$ cat src/pcx_rle_scanline_decoder_core_macros.svh
// Assertion macros shared by the PCX RLE decoder RTL.
`ifndef PCX_RLE_SCANLINE_DECODER_CORE_MACROS_SVH
`define PCX_RLE_SCANLINE_DECODER_CORE_MACROS_SVH

// Same-cycle implication, disabled in reset.
`define PCXRLE_ASSERT_NOW(label, clk, rst, ante, cons, msg) \
  label: assert property (@(posedge clk) disable iff (rst) (ante) |-> (cons)) \
    else $error(msg);

// Next-cycle implication, disabled in reset.
`define PCXRLE_ASSERT_NEXT(label, clk, rst, ante, cons, msg) \
  label: assert property (@(posedge clk) disable iff (rst) (ante) |=> (cons)) \
    else $error(msg);

`endif

$ cat src/pcxrle_pkg.sv
// Shared types and constants of the PCX RLE scanline decoder.
`timescale 1ns / 1ps
`default_nettype none
package pcxrle_pkg;

  localparam int CFG_IDX_W  = 3;
  localparam int CFG_DATA_W = 16;

  localparam logic [7:0] RUN_MARK = 8'hC0;
  localparam logic [7:0] RUN_MASK = 8'h3F;

  localparam logic [3:0] BITS_24    = 4'd8;
  localparam logic [2:0] PLANES_24  = 3'd3;
  localparam logic [2:0] MAX_PLANES = 3'd4;

  localparam logic [1:0] CNT_MONO = 2'd1;
  localparam logic [1:0] CNT_RGB  = 2'd3;

  typedef enum logic [CFG_IDX_W-1:0] {
    REG_IMAGE_WIDTH    = 3'd0,
    REG_IMAGE_HEIGHT   = 3'd1,
    REG_BYTES_PER_LINE = 3'd2,
    REG_PLANE_COUNT    = 3'd3,
    REG_BITS_PER_PLANE = 3'd4
  } cfg_reg_t;

  typedef struct packed {
    logic [14:0] image_width;
    logic [15:0] image_height;
    logic [11:0] bytes_per_plane_line;
    logic [2:0]  plane_count;
    logic [3:0]  bits_per_plane;
  } cfg_t;

  typedef enum logic {
    ST_IDLE,
    ST_RUN
  } ctrl_state_t;

  // controller -> datapath
  typedef struct packed {
    logic take;      // input word accepted this cycle
    logic run_step;  // emit one more repeat of the held byte
  } dp_cmd_t;

  // datapath -> controller
  typedef struct packed {
    logic step_ok;   // output side has room for a decoded byte
    logic more;      // this step leaves repeats still to go
  } dp_status_t;

endpackage
`default_nettype wire

$ cat src/pcxrle_cfg_regs.sv
// Configuration register file of the PCX RLE scanline decoder.
`timescale 1ns / 1ps
`default_nettype none
module pcxrle_cfg_regs import pcxrle_pkg::*; (
  input  logic                  clk,
  input  logic                  rst,
  input  logic                  cfg_wr_en,
  input  logic [CFG_IDX_W-1:0]  cfg_index,
  input  logic [CFG_DATA_W-1:0] cfg_data,
  output cfg_t                  cfg
);

  always_ff @(posedge clk) begin
    if (rst) begin
      cfg.image_width          <= 15'd1;
      cfg.image_height         <= 16'd1;
      cfg.bytes_per_plane_line <= 12'd1;
      cfg.plane_count          <= 3'd1;
      cfg.bits_per_plane       <= 4'd8;
    end else if (cfg_wr_en) begin
      unique case (cfg_reg_t'(cfg_index))
        REG_IMAGE_WIDTH:    cfg.image_width          <= cfg_data[14:0];
        REG_IMAGE_HEIGHT:   cfg.image_height         <= cfg_data[15:0];
        REG_BYTES_PER_LINE: cfg.bytes_per_plane_line <= cfg_data[11:0];
        REG_PLANE_COUNT:    cfg.plane_count          <= cfg_data[2:0];
        REG_BITS_PER_PLANE: cfg.bits_per_plane       <= cfg_data[3:0];
        default: ;
      endcase
    end
  end

endmodule
`default_nettype wire

$ cat config.mk
export PLATFORM = sky130hd
export DESIGN_NAME = pcxrle_cfg_regs
export DESIGN_NICKNAME = d
export VERILOG_FILES = /design/src/pcx_rle_scanline_decoder_core_macros.svh /design/src/pcxrle_pkg.sv /design/src/pcxrle_cfg_regs.sv
export SDC_FILE = /design/constraint.sdc
export NUM_CORES = 1
export LEC_CHECK = 0
export BUFFER_PORTS_ARGS = -buffer_cell sky130_fd_sc_hd__buf_2
export CORE_UTILIZATION = 37
export DETAILED_ROUTE_END_ITERATION = 8
export GPL_TIMING_DRIVEN = 0
export PLACE_DENSITY = 0.58
export REMOVE_ABC_BUFFERS = 1
export SYNTH_ARGS = -nofsm -noshare
export SYNTH_HDL_FRONTEND = slang
export SYNTH_SLANG_ARGS = --single-unit
$ cat constraint.sdc
create_clock -name clk -period 1.4 [get_ports clk]
set_input_delay 0.28 -clock clk [delete_from_list [all_inputs] [get_ports clk]]
set_output_delay 0.28 -clock clk [all_outputs]
set_load 0.01 [all_outputs]
==> results of run 1 <==
-- cell usage after synthesis --
cell | instances | area, µm²
and4bb_2 | 2 | 25.0
nor4b_2 | 1 | 15.0
nand2b_1 | 61 | 382
mux2i_1 | 50 | 500
nor2_1 | 7 | 26.3
buf_2 | 2 | 10.0
nand4b_1 | 1 | 8.76
nand4bb_1 | 2 | 22.5
dfxtp_1 | 50 | 1000
buf_6 | 1 | 11.3
clkbuf_1 | 8 | 30.0
or4bb_1 | 1 | 11.3
or4b_4 | 1 | 13.8
-- layout make-up --
| class | instances | area share [%] |
|---|---|---|
| clock buffers | 6 | 3.26 |
| multi-input cells | 126 | 39.8 |
| flip-flops and latches | 50 | 39.5 |
| well taps | 70 | 3.45 |
| repair buffers | 71 | 14.0 |
-- per-layer routing --
metal | up-vias | track usage, % | part of all wire [%]
met5 | - | 0 | 0
met4 | 0 | 5.19 | 1.3
met3 | 6 | 5.15 | 6.5
met2 | 47 | 23.9 | 44
met1 | 646 | 18.5 | 48
li1 | 756 | - | -
-- critical path: stages --
cell	delay (ns)
buf_2	0.65
nand2b_1	0.32
mux2i_1	0.10
-- where the power goes --
| group | leakage [µW] | internal (µW) | switching [µW] |
|---|---|---|---|
| registers | 0.000405 | 1450 | 15.1 |
| clock network | 0.0000431 | 382 | 426 |
| logic | 0.000817 | 112 | 115 |
| total | 0.00126 | 1950 | 556 |
-- kinds of logic (layout without fill, tap and decap cells) --
group / after synthesis / in the layout / share of synthesized area [%]
and+or+nand+nor: 76 / 76 / 24.5
muxes: 50 / 50 / 24.3
DFF: 50 / 50 / 48.7
buffers and inverters: 11 / 77 / 2.49
-- per-stage QoR --
stage / setup WS, ns / hold WS, ns / TNS, ns
4_1_cts: 0.166 / 0.229 / 0
6_report: 0.192 / 0.240 / 0
2_1_floorplan: 0.116 / 0.435 / 0
3_3_place_gp: -0.422 / 0.456 / -6.96
3_5_place_dp: -0.415 / 0.457 / -6.60
5_1_grt: 0.0409 / 0.240 / 0
-- worst max-delay path by stage --
stage                                end  slack [ns]         start  depth (start not counted)
floorplan           cfg[10]$_SDFFE_PP0P_        0.12  cfg_index[2]                          2
global placement    cfg[11]$_SDFFE_PP0P_       -0.42  cfg_index[2]                          3
detailed placement  cfg[15]$_SDFFE_PP0P_       -0.41  cfg_index[2]                          3
CTS                 cfg[36]$_SDFFE_PP0P_        0.17           rst                          3
global route         cfg[8]$_SDFFE_PP0P_        0.04           rst                          3
finish              cfg[36]$_SDFFE_PP0P_        0.19           rst                          3
==> impl_metrics.csv, run 1 <==
group,metric,value,unit
synthesis,ys_seq_area_share,48.7,%
timing,final-hold-violation-count,0,
route,routedWlPerCell,12.7,µm
finish,diodes,0,
floorplanning,initial_utilization,39.3,%
clock_tree,clkTransAtPathRegs,0.08,ns
clock_tree,cts_setup_buffers,0,
worst_setup_path,crit_type,"in2reg",
finish,final_common_cell,"buf_2",
grt,first_global_vias,1396,
pwr,power_density,987,nW/µm²
grt,antenna_found_initial,0,
route,drtIter0Drc,54,
place,place.gp.congestion,0.710,
finish,multi_input_area,1010,µm²
finish,largest_register_ffs,50,
route,ant_nets,0,
clock_tree,cts_max_level,2,
synthesis,synth.avg_cell_area,11.0,µm²
place,dp.cells,317,
finish,nNetsFinal,276,
clock_tree,cts_tree,"done",
synthesis,yosysWarnings,0,
synthesis,synth-seq-cells,50,
timing,report.final.slew_viol_count,0,
grt,grtUsageTotal,14.9,%
grt,grt_max_degree,69,
synthesis,synth.distinct_cells,13,
grt,overflow,0,
min_path,min_path_type,"in2reg",
pwr,p_leak,0.00126,µW
timing,fin_crit,1.21,ns
timing,max_freq,828,MHz
synthesis,netlist_instances,187,
worst_setup_path,cp_data_required_time,1.56,ns
pwr,power,2500,µW
route,remaining_drc_errors,0,
floorplanning,pin_count,72,
clock_tree,cts_hold_buffers,0,
clock_tree,root_buffer,"clkbuf_8",
worst_setup_path,end_kind,"flop",
finish,finalNonFillerCells,323,
worst_setup_path,path_max_fanout,68,
place,dp_hpwl,2770,µm
worst_setup_path,r2r_start,"cfg[7]$_SDFFE_PP1P_",
finish,syn_to_final_growth,23.3,%
worst_setup_path,r2r_setup_slack,0.76,ns
floorplanning,die_width,76.6,µm
min_path,whs_endpoint,"cfg[34]$_SDFFE_PP0P_",
timing,relSlewSlack,43.0,%
clock_tree,clock_sink_count,50,
route,dr.pass1.iters,4,
clock_tree,cts_buffers,5,
clock_tree,cts.repair.resized,1,
min_path,holdPathStages,3,
finish,final_core_util,48.4,%
route,viasPerCell,4.50,
place,io_buffers,71,
finish,fill_cells,503,
grt,grt_pass1_wl,6930,µm
floorplanning,core_area,5240,µm²
floorplanning,dieArea,5860,µm²
route,vias,1455,
timing,setup_violations,0,
clock_tree,insertion_delay,0.29,ns
timing,rsz0062_at_grt,"no",
place,dpl_cell_area,2450,µm²
worst_setup_path,r2r_cells,2,
finish,final_cell_mix,"buf_2, nand2b_1, mux2i_1, dfxtp_1, nor2_1",
synthesis,netlist_area,2060,µm²
floorplanning,die-height,76.6,µm
timing,fin_worst_skew,0,ns
timing,fin_crit_sh,86.3,%
finish,seqCellArea,1000,µm²
clock_tree,clk_path_buf_depth,2,
finish,drive_gt1_share,32.4,%
job,max-cap-violations,0,
finish,finalInstanceArea,2540,µm²
min_path,hp-start,"cfg_data[15]",
finish,reg_top3,"cfg x50",
timing,worst_pin_slew,0.855,ns
outcome,run_status,"finished clean",
pwr,vdd_ir_drop_max,514,µV
floorplanning,row_count,26,
worst_setup_path,startpoint_type,"primary input",
worst_setup_path,crit_arrival,1.37,ns
finish,regMostFlops,"cfg",
route,drt_wl_total,4110,µm
worst_setup_path,worstReg2RegEnd,"cfg[7]$_SDFFE_PP1P_",
Note: power is estimated with default switching activity, not from simulation.
==> run 2: changes to the inputs <==
--- a/config.mk
+++ b/config.mk
@@ -6,10 +6,10 @@
 export NUM_CORES = 1
 export LEC_CHECK = 0
 export BUFFER_PORTS_ARGS = -buffer_cell sky130_fd_sc_hd__buf_2
-export CORE_UTILIZATION = 37
+export CORE_UTILIZATION = 49
 export DETAILED_ROUTE_END_ITERATION = 8
 export GPL_TIMING_DRIVEN = 0
-export PLACE_DENSITY = 0.58
+export PLACE_DENSITY = 0.75
 export REMOVE_ABC_BUFFERS = 1
 export SYNTH_ARGS = -nofsm -noshare
 export SYNTH_HDL_FRONTEND = slang
==> impl_metrics.csv, run 2 (synthesized netlist as in run 1, its figures left out) <==
group,metric,value,unit
outcome,run_status,"finished clean",
floorplanning,pin_count,72,
worst_setup_path,r2r_setup_slack,0.77,ns
clock_tree,cts_buffers,5,
place,place.gp.congestion,0.668,
finish,regMostFlops,"cfg",
worst_setup_path,critPathLaunch,"rst",
place,dp_hpwl,2640,µm
worst_setup_path,r2r_cells,2,
finish,finalInstanceArea,2540,µm²
timing,relSlewSlack,43.3,%
pwr,p_leak,0.00128,µW
place,dpl_cell_area,2420,µm²
clock_tree,clkTransAtPathRegs,0.09,ns
route,routedWlPerCell,13.0,µm
timing,rsz0062_at_grt,"no",
route,remaining_drc_errors,0,
clock_tree,clock_sink_count,50,
worst_setup_path,crit_type,"in2reg",
floorplanning,die-height,66.8,µm
route,drtIter0Drc,96,
worst_setup_path,r2r_start,"cfg[4]$_SDFFE_PP1P_",
clock_tree,clk_path_buf_depth,2,
timing,report.final.slew_viol_count,0,
finish,multi_input_area,1010,µm²
finish,syn_to_final_growth,23.5,%
pwr,power_density,1070,nW/µm²
pwr,vdd_ir_drop_max,670,µV
grt,grtUsageTotal,18.8,%
timing,fin_tns_setup,0,ns
timing,fin_worst_skew,0,ns
finish,largest_register_ffs,50,
finish,final_common_cell,"buf_2",
route,ant_nets,0,
finish,reg_top3,"cfg x50",
timing,holdWs,0.244,ns
worst_setup_path,end_kind,"flop",
clock_tree,root_buffer,"clkbuf_8",
grt,grt_max_degree,69,
clock_tree,insertion_delay,0.29,ns
route,drt_wl_total,3950,µm
clock_tree,cts_setup_buffers,0,
pwr,power,2710,µW
worst_setup_path,worstReg2RegEnd,"cfg[4]$_SDFFE_PP1P_",
grt,antenna_found_initial,0,
finish,final_cell_mix,"buf_2, nand2b_1, mux2i_1, dfxtp_1, nor2_1",
clock_tree,cts_max_level,2,
finish,fill_cells,357,
route,dr.pass1.iters,4,
timing,final-hold-violation-count,0,
floorplanning,core_area,4030,µm²
finish,diodes,0,
grt,grt_pass1_wl,6230,µm
clock_tree,cts_hold_buffers,0,
timing,fin_crit_sh,85.7,%
finish,seqCellArea,1000,µm²
worst_setup_path,startpoint_type,"primary input",
worst_setup_path,crit_arrival,1.36,ns
place,dp.cells,297,
finish,finalNonFillerCells,304,
finish,nNetsFinal,276,
place,io_buffers,71,
timing,worst_pin_slew,0.851,ns
min_path,min_path_type,"in2reg",
worst_setup_path,worstSetupEndpoint,"cfg[37]$_SDFFE_PP0P_",
finish,drive_gt1_share,32.7,%
route,viasPerCell,4.94,
floorplanning,row_count,23,
worst_setup_path,path_max_fanout,68,
timing,setup_violations,0,
route,vias,1501,
job,max-cap-violations,0,
grt,first_global_vias,1345,
floorplanning,die_width,66.8,µm
floorplanning,initial_utilization,51.1,%
clock_tree,cts_tree,"done",
worst_setup_path,cp_data_required_time,1.56,ns
clock_tree,cts.repair.resized,1,
timing,max_freq,833,MHz
timing,fin_crit,1.20,ns
floorplanning,dieArea,4460,µm²
grt,overflow,0,
-- run 2: per-stage QoR --
stage	utilization [%]	setup WS [ns]
floorplan	-	0.116
global placement	60.2	-0.383
detailed placement	60.2	-0.396
CTS	63.1	0.206
global route	63.1	0.109
finish	63.1	0.200
-- run 2: area by class of cell --
class                   instances  share of cell area (%)
multi-input cells             126                    39.7
flip-flops and latches         50                    39.4
well taps                      50                    2.46
repair buffers                 71                    14.0
clock inverters                 1                    1.18
clock buffers                   6                    3.25
-- run 2: worst min-delay path by stage --
stage               cells past startpoint              endpoint                  from  slack [ns]
floorplan                               2   cfg[0]$_SDFFE_PP0P_           cfg_data[0]        0.43
detailed placement                      2  cfg[33]$_SDFFE_PP0P_  cfg[33]$_SDFFE_PP0P_        0.46
global placement                        2  cfg[26]$_SDFFE_PP0P_  cfg[26]$_SDFFE_PP0P_        0.45
finish                                  3  cfg[34]$_SDFFE_PP0P_          cfg_data[15]        0.24
global route                            3  cfg[34]$_SDFFE_PP0P_          cfg_data[15]        0.25
CTS                                     3  cfg[34]$_SDFFE_PP0P_          cfg_data[15]        0.23
-- run 2: critical path: stages --
cell	delay [ns]
buf_2	0.64
nand2b_1	0.31
mux2i_1	0.11
-- run 2: power breakdown --
part | internal (µW) | total [µW] | leakage (µW) | switching (µW)
Clock | 572 | 1020 | 0.0000573 | 448
Combinational | 112 | 227 | 0.000817 | 115
Sequential | 1450 | 1470 | 0.000405 | 15.1
-- run 2: metal layers --
| layer | share of wire (%) | wire (µm) | GRT usage [%] |
|---|---|---|---|
| met1 | 47 | 1870 | 22.8 |
| met2 | 46 | 1810 | 30.7 |
| met3 | 5.6 | 222 | 4.97 |
| met4 | 1.3 | 53 | 8.78 |
| met5 | 0 | 0 | 0 |
==> run 3: changes to the inputs <==
--- a/config.mk
+++ b/config.mk
@@ -6,7 +6,9 @@
 export NUM_CORES = 1
 export LEC_CHECK = 0
 export BUFFER_PORTS_ARGS = -buffer_cell sky130_fd_sc_hd__buf_2
+export CORE_MARGIN = 3
 export CORE_UTILIZATION = 49
+export CTS_CLUSTER_SIZE = 16
 export DETAILED_ROUTE_END_ITERATION = 8
 export GPL_TIMING_DRIVEN = 0
 export PLACE_DENSITY = 0.75
==> constraint.sdc (replaced) <==
create_clock -name clk -period 1.3 [get_ports clk]
set_input_delay 0.26 -clock clk [delete_from_list [all_inputs] [get_ports clk]]
set_output_delay 0.26 -clock clk [all_outputs]
set_load 0.01 [all_outputs]
==> impl_metrics.csv, run 3 (synthesized netlist as in run 1, its figures left out) <==
group,metric,value,unit
job,max-cap-violations,0,
pwr,power_density,1070,nW/µm²
route,ant_nets,0,
place,dpl_cell_area,2420,µm²
outcome,run_status,"finished clean",
place,io_buffers,71,
timing,final-hold-violation-count,0,
place,dp.cells,295,
timing,fin_worst_skew,0,ns
route,viasPerCell,4.85,
timing,report.final.slew_viol_count,0,
finish,finalInstanceArea,2510,µm²
finish,reg_top3,"cfg x50",
clock_tree,cts_hold_buffers,0,
route,dr.pass1.iters,4,
grt,grt_max_degree,69,
timing,setup_violations,0,
place,place.gp.congestion,0.680,
worst_setup_path,critPathMaxStageDelay,0.62,ns
finish,fill_cells,327,
floorplanning,core_area,3850,µm²
worst_setup_path,crit_type,"in2reg",
finish,diodes,0,
pwr,vdd_ir_drop_max,845,µV
route,routedWlPerCell,13.3,µm
min_path,min_path_type,"in2reg",
grt,antenna_found_initial,0,
floorplanning,pin_count,72,
grt,gr-usage-met1,22.1,%
clock_tree,cts_setup_buffers,0,
finish,nNetsFinal,276,
pwr,comb_power_share,9.1,%
min_path,holdPathStages,3,
floorplanning,die_width,70.8,µm
grt,top_usage_layer,"met2",
route,drt_wl_total,4000,µm
place,post-place-ws,-0.487,ns
pwr,p_int,2100,µW
route,remaining_drc_errors,0,
finish,drive_gt1_share,32.4,%
timing,fin_crit_sh,87.0,%
worst_setup_path,cp_data_required_time,1.51,ns
worst_setup_path,cp.depth,3,
worst_setup_path,r2r_cells,2,
finish,final_common_cell,"buf_2",
timing,setup_slack,0.168,ns
pwr,p_seq_share,58.7,%
clock_tree,cts_max_level,2,
grt,globalRouteMet2Util,28.4,%
pwr,p_clk_share,32.2,%
finish,regMostFlops,"cfg",
timing,relSlewSlack,57.8,%
finish,largest_register_ffs,50,
floorplanning,dieArea,5010,µm²
timing,max_freq,884,MHz
route,vias,1461,
floorplanning,initial_utilization,53.4,%
pwr,p_leak,0.00127,µW
pwr,switchingPower,596,µW
pwr,power,2690,µW
timing,worst_pin_slew,0.631,ns
clock_tree,cts_tree,"done",
grt,grt_use_met3,4.55,%
worst_setup_path,critPathTopFamily,"simple AND/OR/NAND/NOR gates",
clock_tree,insertion_delay,0.29,ns
worst_setup_path,startpoint_type,"primary input",
worst_setup_path,crit_path_cell_trace,"buf_2 > nand4bb_2 > mux2i_1",
worst_setup_path,end_kind,"flop",
floorplanning,die-height,70.8,µm
worst_setup_path,cp_slowest_cell,"nand4bb_2",
finish,finalNonFillerCells,301,
timing,fin_crit,1.13,ns
clock_tree,clock_sink_count,50,
place,dp_hpwl,2750,µm
finish,syn_to_final_growth,22.1,%
clock_tree,root_buffer,"clkbuf_8",
route,drtIter0Drc,57,
clock_tree,cts_buffers,5,
floorplanning,row_count,22,
timing,rsz0062_at_grt,"no",
pwr,p_sw_share,22.1,%
grt,overflow,0,
finish,final_cell_mix,"buf_2, nand2b_1, mux2i_1, dfxtp_1, nor2_1",
worst_setup_path,crit_arrival,1.34,ns
worst_setup_path,cp_num_buf_inv,1,
grt,first_global_vias,1496,
grt,grt_pass1_wl,6990,µm
worst_setup_path,path_max_fanout,12,
finish,final_core_util,65.2,%
clock_tree,clkTransAtPathRegs,0.08,ns
grt,grtUsageTotal,17.3,%
clock_tree,clk_path_buf_depth,2,
==> run 3: cell count changes in the layout (fill, tap and decap cells not counted), sizes merged <==
| cell | delta |
|---|---|
| buf | -1 |
| bufinv | -1 |
| clkbuf | +1 |
==> run 3: path summary, 6_finish.rpt <==
kind         slack, ns                  from                    to
max               0.17          cfg_index[2]  cfg[12]$_SDFFE_PP0P_
min               0.22          cfg_data[15]  cfg[34]$_SDFFE_PP0P_
max reg2reg       0.67   cfg[7]$_SDFFE_PP1P_   cfg[7]$_SDFFE_PP1P_
min reg2reg       0.47  cfg[34]$_SDFFE_PP0P_  cfg[34]$_SDFFE_PP0P_
==> run 3: repair_timing <==
action | CTS | global route
gates resized for setup | 1 | 1
hold endpoints to repair | 0 | 0
setup endpoints to repair | 12 | 2
pin swaps | 0 | 0
==> run 3: worst min-delay path, delay by kind of cell <==
kind | cells | cell delay [ns]
buf+inv | 1 | 0.09
simple gates | 1 | 0.06
mux | 1 | 0.06
==> run 3: area by class of cell <==
class / count / area (µm²) / area share (%)
tap: 48 / 60.1 / 2.39
timing repair buffer: 71 / 358 / 14.3
multi-input combinational: 126 / 1010 / 40.2
sequential: 50 / 1000 / 39.9
clock buffer: 6 / 82.6 / 3.29
==> run 3: metrics by stage <==
stage / setup TNS (ns) / hold slack, ns
detailed placement: -8.49 / 0.457
floorplan: 0 / 0.415
CTS: 0 / 0.214
global route: 0 / 0.235
global placement: -8.90 / 0.459
finish: 0 / 0.224
==> run 3: per-layer routing <==
layer	share of wire (%)	vias up
met3	6.7	5
met5	0	-
met4	1.3	0
met1	47	654
li1	-	753
met2	45	49
==> run 3: power groups by stage <==
stage	clock, µW	combinational [µW]	sequential, µW
after global placement	0	243	1620
after floorplan	0	114	1630
after detailed placement	0	245	1620
final	867	244	1580
after CTS	899	247	1580
after global routing	951	271	1590
